==> src/sv/wbms_pkg.sv <==
// Shared types and constants for the weighted bipartition match sum block.
package wbms_pkg;

   localparam int SIDE_W      = 64;
   localparam int WEIGHT_IN_W = 16;
   localparam int SCORE_W     = 26;
   localparam int SUM_W       = 33;

   localparam logic [SCORE_W-1:0] SCORE_MAX = {SCORE_W{1'b1}};

   localparam logic [1:0] KIND_LOAD  = 2'd0;
   localparam logic [1:0] KIND_QUERY = 2'd1;
   localparam logic [1:0] KIND_CLEAR = 2'd2;

   typedef struct packed {
      logic [1:0]             kind;
      logic [SIDE_W-1:0]      first_side;
      logic [SIDE_W-1:0]      second_side;
      logic [WEIGHT_IN_W-1:0] entry_weight;
   } req_type;

   typedef struct packed {
      logic [SCORE_W-1:0] total_score;
      logic               table_overflow;
   } rsp_type;

   typedef enum logic [1:0] {
      ST_IDLE,
      ST_SCAN,
      ST_DRAIN,
      ST_HOLD
   } state_type;

   typedef struct packed {
      logic entry_load;
      logic table_clear;
      logic query_start;
      logic read_issue;
      logic rsp_capture;
   } cmd_type;

   typedef struct packed {
      logic count_zero;
      logic scan_last;
      logic pipe_busy;
   } sts_type;

endpackage

==> src/sv/wbms_ctrl.sv <==
// Controller state machine: sequences loads, clears, table scans and result hand-off.
module wbms_ctrl (
   input  logic                clock,
   input  logic                reset,
   input  logic                req_valid,
   input  logic [1:0]          req_kind,
   output logic                req_ready,
   output logic                rsp_valid,
   input  logic                rsp_ready,
   input  wbms_pkg::sts_type   sts,
   output wbms_pkg::cmd_type   cmd
);

   wbms_pkg::state_type state_ff, state_in;
   logic rsp_valid_ff, rsp_valid_in;
   logic req_accept;
   logic slot_free;

   assign req_accept = req_valid && req_ready;
   assign slot_free  = !rsp_valid_ff || rsp_ready;

   always_comb begin
      state_in = state_ff;
      unique case (state_ff)
         wbms_pkg::ST_IDLE: begin
            if (req_accept && req_kind == wbms_pkg::KIND_QUERY) begin
               state_in = sts.count_zero ? wbms_pkg::ST_DRAIN : wbms_pkg::ST_SCAN;
            end
         end
         wbms_pkg::ST_SCAN: begin
            if (sts.scan_last) begin
               state_in = wbms_pkg::ST_DRAIN;
            end
         end
         wbms_pkg::ST_DRAIN: begin
            if (!sts.pipe_busy) begin
               state_in = slot_free ? wbms_pkg::ST_IDLE : wbms_pkg::ST_HOLD;
            end
         end
         wbms_pkg::ST_HOLD: begin
            if (slot_free) begin
               state_in = wbms_pkg::ST_IDLE;
            end
         end
         default: state_in = wbms_pkg::ST_IDLE;
      endcase
   end

   always_comb begin
      cmd       = '0;
      req_ready = 1'b0;
      unique case (state_ff)
         wbms_pkg::ST_IDLE: begin
            req_ready       = 1'b1;
            cmd.entry_load  = req_valid && req_kind == wbms_pkg::KIND_LOAD;
            cmd.table_clear = req_valid && req_kind == wbms_pkg::KIND_CLEAR;
            cmd.query_start = req_valid && req_kind == wbms_pkg::KIND_QUERY;
         end
         wbms_pkg::ST_SCAN: begin
            cmd.read_issue = 1'b1;
         end
         wbms_pkg::ST_DRAIN: begin
            cmd.rsp_capture = !sts.pipe_busy && slot_free;
         end
         wbms_pkg::ST_HOLD: begin
            cmd.rsp_capture = slot_free;
         end
         default: cmd = '0;
      endcase
   end

   always_comb begin
      rsp_valid_in = rsp_valid_ff;
      if (cmd.rsp_capture) begin
         rsp_valid_in = 1'b1;
      end else if (rsp_ready) begin
         rsp_valid_in = 1'b0;
      end
   end

   always_ff @(posedge clock) begin
      if (reset) begin
         state_ff     <= wbms_pkg::ST_IDLE;
         rsp_valid_ff <= 1'b0;
      end else begin
         state_ff     <= state_in;
         rsp_valid_ff <= rsp_valid_in;
      end
   end

   assign rsp_valid = rsp_valid_ff;

   a_query_blocks_input: assert property (@(posedge clock) disable iff (reset)
      cmd.query_start |=> !req_ready)
      else $error("input taken while a query scan runs");

   a_no_result_overwrite: assert property (@(posedge clock) disable iff (reset)
      cmd.rsp_capture |-> (!rsp_valid_ff || rsp_ready))
      else $error("pending result overwritten");

   a_valid_from_capture: assert property (@(posedge clock) disable iff (reset)
      $rose(rsp_valid_ff) |-> $past(cmd.rsp_capture))
      else $error("result valid without a capture");

   a_no_read_outside_scan: assert property (@(posedge clock) disable iff (reset)
      (cmd.read_issue || sts.pipe_busy) |-> !req_ready)
      else $error("table read overlaps input acceptance");

endmodule

==> config.mk <==
export PLATFORM = sky130hd
export DESIGN_NAME = wbms_ctrl
export DESIGN_NICKNAME = d
export VERILOG_FILES = /design/src/sv/wbms_pkg.sv /design/src/sv/wbms_ctrl.sv
export SDC_FILE = /design/constraint.sdc
export NUM_CORES = 1
export LEC_CHECK = 0
export ABC_AREA = 1
export BUFFER_PORTS_ARGS = -buffer_cell sky130_fd_sc_hd__buf_2
export CORE_AREA = 3 3 40 42
export DETAILED_ROUTE_END_ITERATION = 6
export DIE_AREA = 0 0 43 45
export GPL_ROUTABILITY_DRIVEN = 0
export MAX_ROUTING_LAYER = met4
export PLACE_DENSITY = 0.46
export SETUP_SLACK_MARGIN = 0.5
export SYNTH_ARGS = -nofsm -noshare
export SYNTH_HDL_FRONTEND = slang
export SYNTH_SLANG_ARGS = --single-unit
==> constraint.sdc <==
create_clock -name clock -period 0.97 [get_ports clock]
set_input_delay 0.1455 -clock clock [delete_from_list [all_inputs] [get_ports clock]]
set_output_delay 0.1455 -clock clock [all_outputs]
set_load 0.02 [all_outputs]
==> results.tsv <==
stage	metric	value	unit
die	row cnt	13	
timing	final hold viol count	0	
clock_network	CTS Buf Count	3	
die	Die W	43	um
die	Die Area	1940	um^2
power_and_ir_drop	worst vdd ir	503	uV
logic_synthesis	number of synthesized flops with an enable pin	0	
final_layout	Layout Cells excl Fill	83	
power_and_ir_drop	combinational share of power	0.425	
logic_synthesis	#FFs+latches synth	3	
logic_synthesis	area leader, netlist	dfxtp_1	
drt	Routed WL	791	um
placement	placed wire-length estimate	583	um
setup_path	end of the worst register-to-register path	state_ff[0]$_SDFFE_PP0P_	
drt	Avg Vias per Cell	4.37	
logic_synthesis	Netlist cell types	17	
clock_network	CTS tree	yes	
drt	initial DRC count	8	
global_routing	first-pass GRT wire length	1.35	mm
timing	Final period util	1.23	
die	Die Span Y	45	um
drt	DRC viols	0	
logic_synthesis	Syn Inst Count	42	
logic_synthesis	post-synthesis area per instance	5.69	um^2
setup_path	R2R cell count	8	
clock_network	Root Buffer	clkbuf_4	
setup_path	CP Class	reg2out	
setup_path	startpoint types	flip-flop	
global_routing	pin count of the biggest net entering global routing	5	
logic_synthesis	Synth Warn #	0	
setup_path	WP data arrival	1050	ps
power_and_ir_drop	switching share of total power	0.331	
logic_synthesis	predominant post-synthesis flop cell	dfxtp_1	
global_routing	All-Layer GR Usage	0.0908	
final_layout	area of the multi-input gates	223	um^2
clock_network	Max H-tree Level	1	
final_layout	antenna fix cells	0	
flow_run	max-cap violations	0	
die	Core Region	1280	um^2
die	# IOs	16	
worst_hold_path	Worst Hold Class	in2reg	
timing	RSZ-0062 raised after global routing	true	
global_routing	initial antenna violation count	0	
power_and_ir_drop	Internal	409	uW
drt	drt wl/cell	9.53	um
clock_network	Post-CTS Hold Buffers	0	
timing	final max-slew violation count	0	
placement	Cells after DPL	76	
logic_synthesis	register area share after synthesis	0.251	
worst_hold_path	Hold Crit Depth	2	
timing	Max Freq	839	MHz
final_layout	area grow syn2layout	129	%
timing	post-layout minimum cycle time	1190	ps
worst_hold_path	hold path start	reset	
die	Starting Density	0.186	
setup_path	endpoint class of the critical path	primary output	
final_layout	layout cells sized above 1	0.662	
logic_synthesis	fraction of registers with async set/reset	0	
power_and_ir_drop	Pwr per Cell Area	1120	nW/um^2
logic_synthesis	Post-synth top cells	nor2_1 (10), nand2_1 (8), inv_1 (6), dfxtp_1 (3)	
clock_network	Sink Count	3	
setup_path	Critical Path Fanout Max	3	
timing	Max-slew headroom	0.877	
timing	clock skew	1.57	ps
power_and_ir_drop	Clk pwr share	0.341	
placement	dpl cell area	427	um^2
setup_path	reg2reg setup slack	-150	ps
global_routing	gr ovfl total	0	
logic_synthesis	Mapped Nets	51	
final_layout	Final #Nets	78	
logic_synthesis	Synth area leaders	dfxtp_1 (25%), nor2_1 (16%), nand2_1 (13%)	
power_and_ir_drop	Switch Pwr	202	uW
timing	setup ws final	-223	ps
setup_path	Crit path required time	820	ps
status	status	finished, violations left	
timing	Setup violations, final	8	
status	failing checks	setup timing	
final_layout	Final Cell Area	547	um^2
drt	TritonRoute pass-1 iters	4	
final_layout	Register Area	71.3	um^2
worst_hold_path	WHS Endpoint	state_ff[0]$_SDFFE_PP0P_	
setup_path	Reg-to-Reg Start	state_ff[0]$_SDFFE_PP0P_	
placement	port buffer count	15	
clock_network	Clock Latency Late Sink	230	ps
drt	Detail Route Antenna Nets	0	
drt	via count	363	
clock_network	clock tree buffer depth	2	
final_layout	Filler cells	146	
setup_path	CP startpoint	state_ff[1]$_SDFFE_PP0P_	
global_routing	number of global-route vias before repair	351	
timing	Worst Max-Slew Pin Slew	183	ps
clock_network	CTS clk-pin slew, worst paths	30	ps
final_layout	post-layout util	0.426	
power_and_ir_drop	leak pwr	0.000263	uW
logic_synthesis	Synth top area share	0.251	
power_and_ir_drop	sequential share of power	0.233	
logic_synthesis	Cell Area, Synth	239	um^2
logic_synthesis	count leader, synth	nor2_1	
[final cells by class]
class | count | area share
multi-input cells | 31 | 0.407
repair buffers | 23 | 0.327
flip-flops and latches | 3 | 0.130
inverters | 7 | 0.0526
clock buffers | 4 | 0.0481
well taps | 15 | 0.0343
[how the worst max path moves through the flow]
stage | end | slack [ps] | cells past startpoint
final | cmd[4] | -220 | 4
after global routing | cmd[4] | -290 | 4
after CTS | cmd[3] | -240 | 4
after detailed placement | cmd[3] | -70 | 4
after global placement | state_ff[0]$_SDFFE_PP0P_ | -50 | 8
after floorplan | cmd[3] | -100 | 3
[routing by layer]
layer  routed length [um]  up-vias  part of all wire  global-route usage
li1                     -      182                 -                   -
met4                    0        0                 0                   0
met5                    0        -                 0                   -
met1                  306      167              0.39               0.103
met3                   55        0             0.070              0.0279
met2                  429       14              0.54               0.168
[critical path, stage by stage (launching register included)]
cell     delay (ps)
dfxtp_4         350
nor2_4          140
nand2_4          80
nor3_4          120
buf_6           140
[per-stage QoR]
| step | hold WS [ps] | setup slack [ps] | power, uW | TNS (ps) |
|---|---|---|---|---|
| 4_1_cts | 93.6 | -238 | 615 | -1510 |
| 6_report | 101 | -223 | 612 | -1430 |
| 2_1_floorplan | 199 | -105 | 265 | -239 |
| 3_5_place_dp | 331 | -68.3 | 340 | -221 |
| 3_3_place_gp | 331 | -54.9 | 341 | -198 |
| 5_1_grt | 98.9 | -289 | 656 | -1930 |
[flip-flops by register name, indices dropped and copies added, names as in the netlist]
register,count
state_ff,2
rsp_valid,1
[cell families (layout without fill, tap and decap cells)]
| logic type | count (synthesis) | in the layout | synth area share |
|---|---|---|---|
| flops | 3 | 3 | 0.251 |
| simple gates | 25 | 25 | 0.450 |
| buf+inv | 8 | 34 | 0.141 |
| compound gates | 6 | 6 | 0.157 |
[power by group through the flow]
stage          Sequential, uW  Combinational, uW  Clock [uW]
2_1_floorplan             149                116           0
3_3_place_gp              146                196           0
3_5_place_dp              146                194           0
4_1_cts                   143                250         223
5_1_grt                   144                283         229
6_report                  143                260         209
[what timing repair did]
item	CTS	global route
setup endpoints to repair	10	10
pin swaps	3	2
gates resized for setup	18	7
setup buffers	3	0
[placed cells by master (no fill, tap or decap), types with 2 or more instances in the layout]
master / instances
buf_2: 8
buf_4: 8
buf_6: 7
nand2_1: 6
nor2_1: 6
nor2_4: 4
inv_1: 4
o21ai_1: 3
clkbuf_4: 3
dfxtp_4: 3
inv_2: 2
nor3_4: 2
nand2_2: 2
Note: power is estimated with default switching activity, not from simulation.
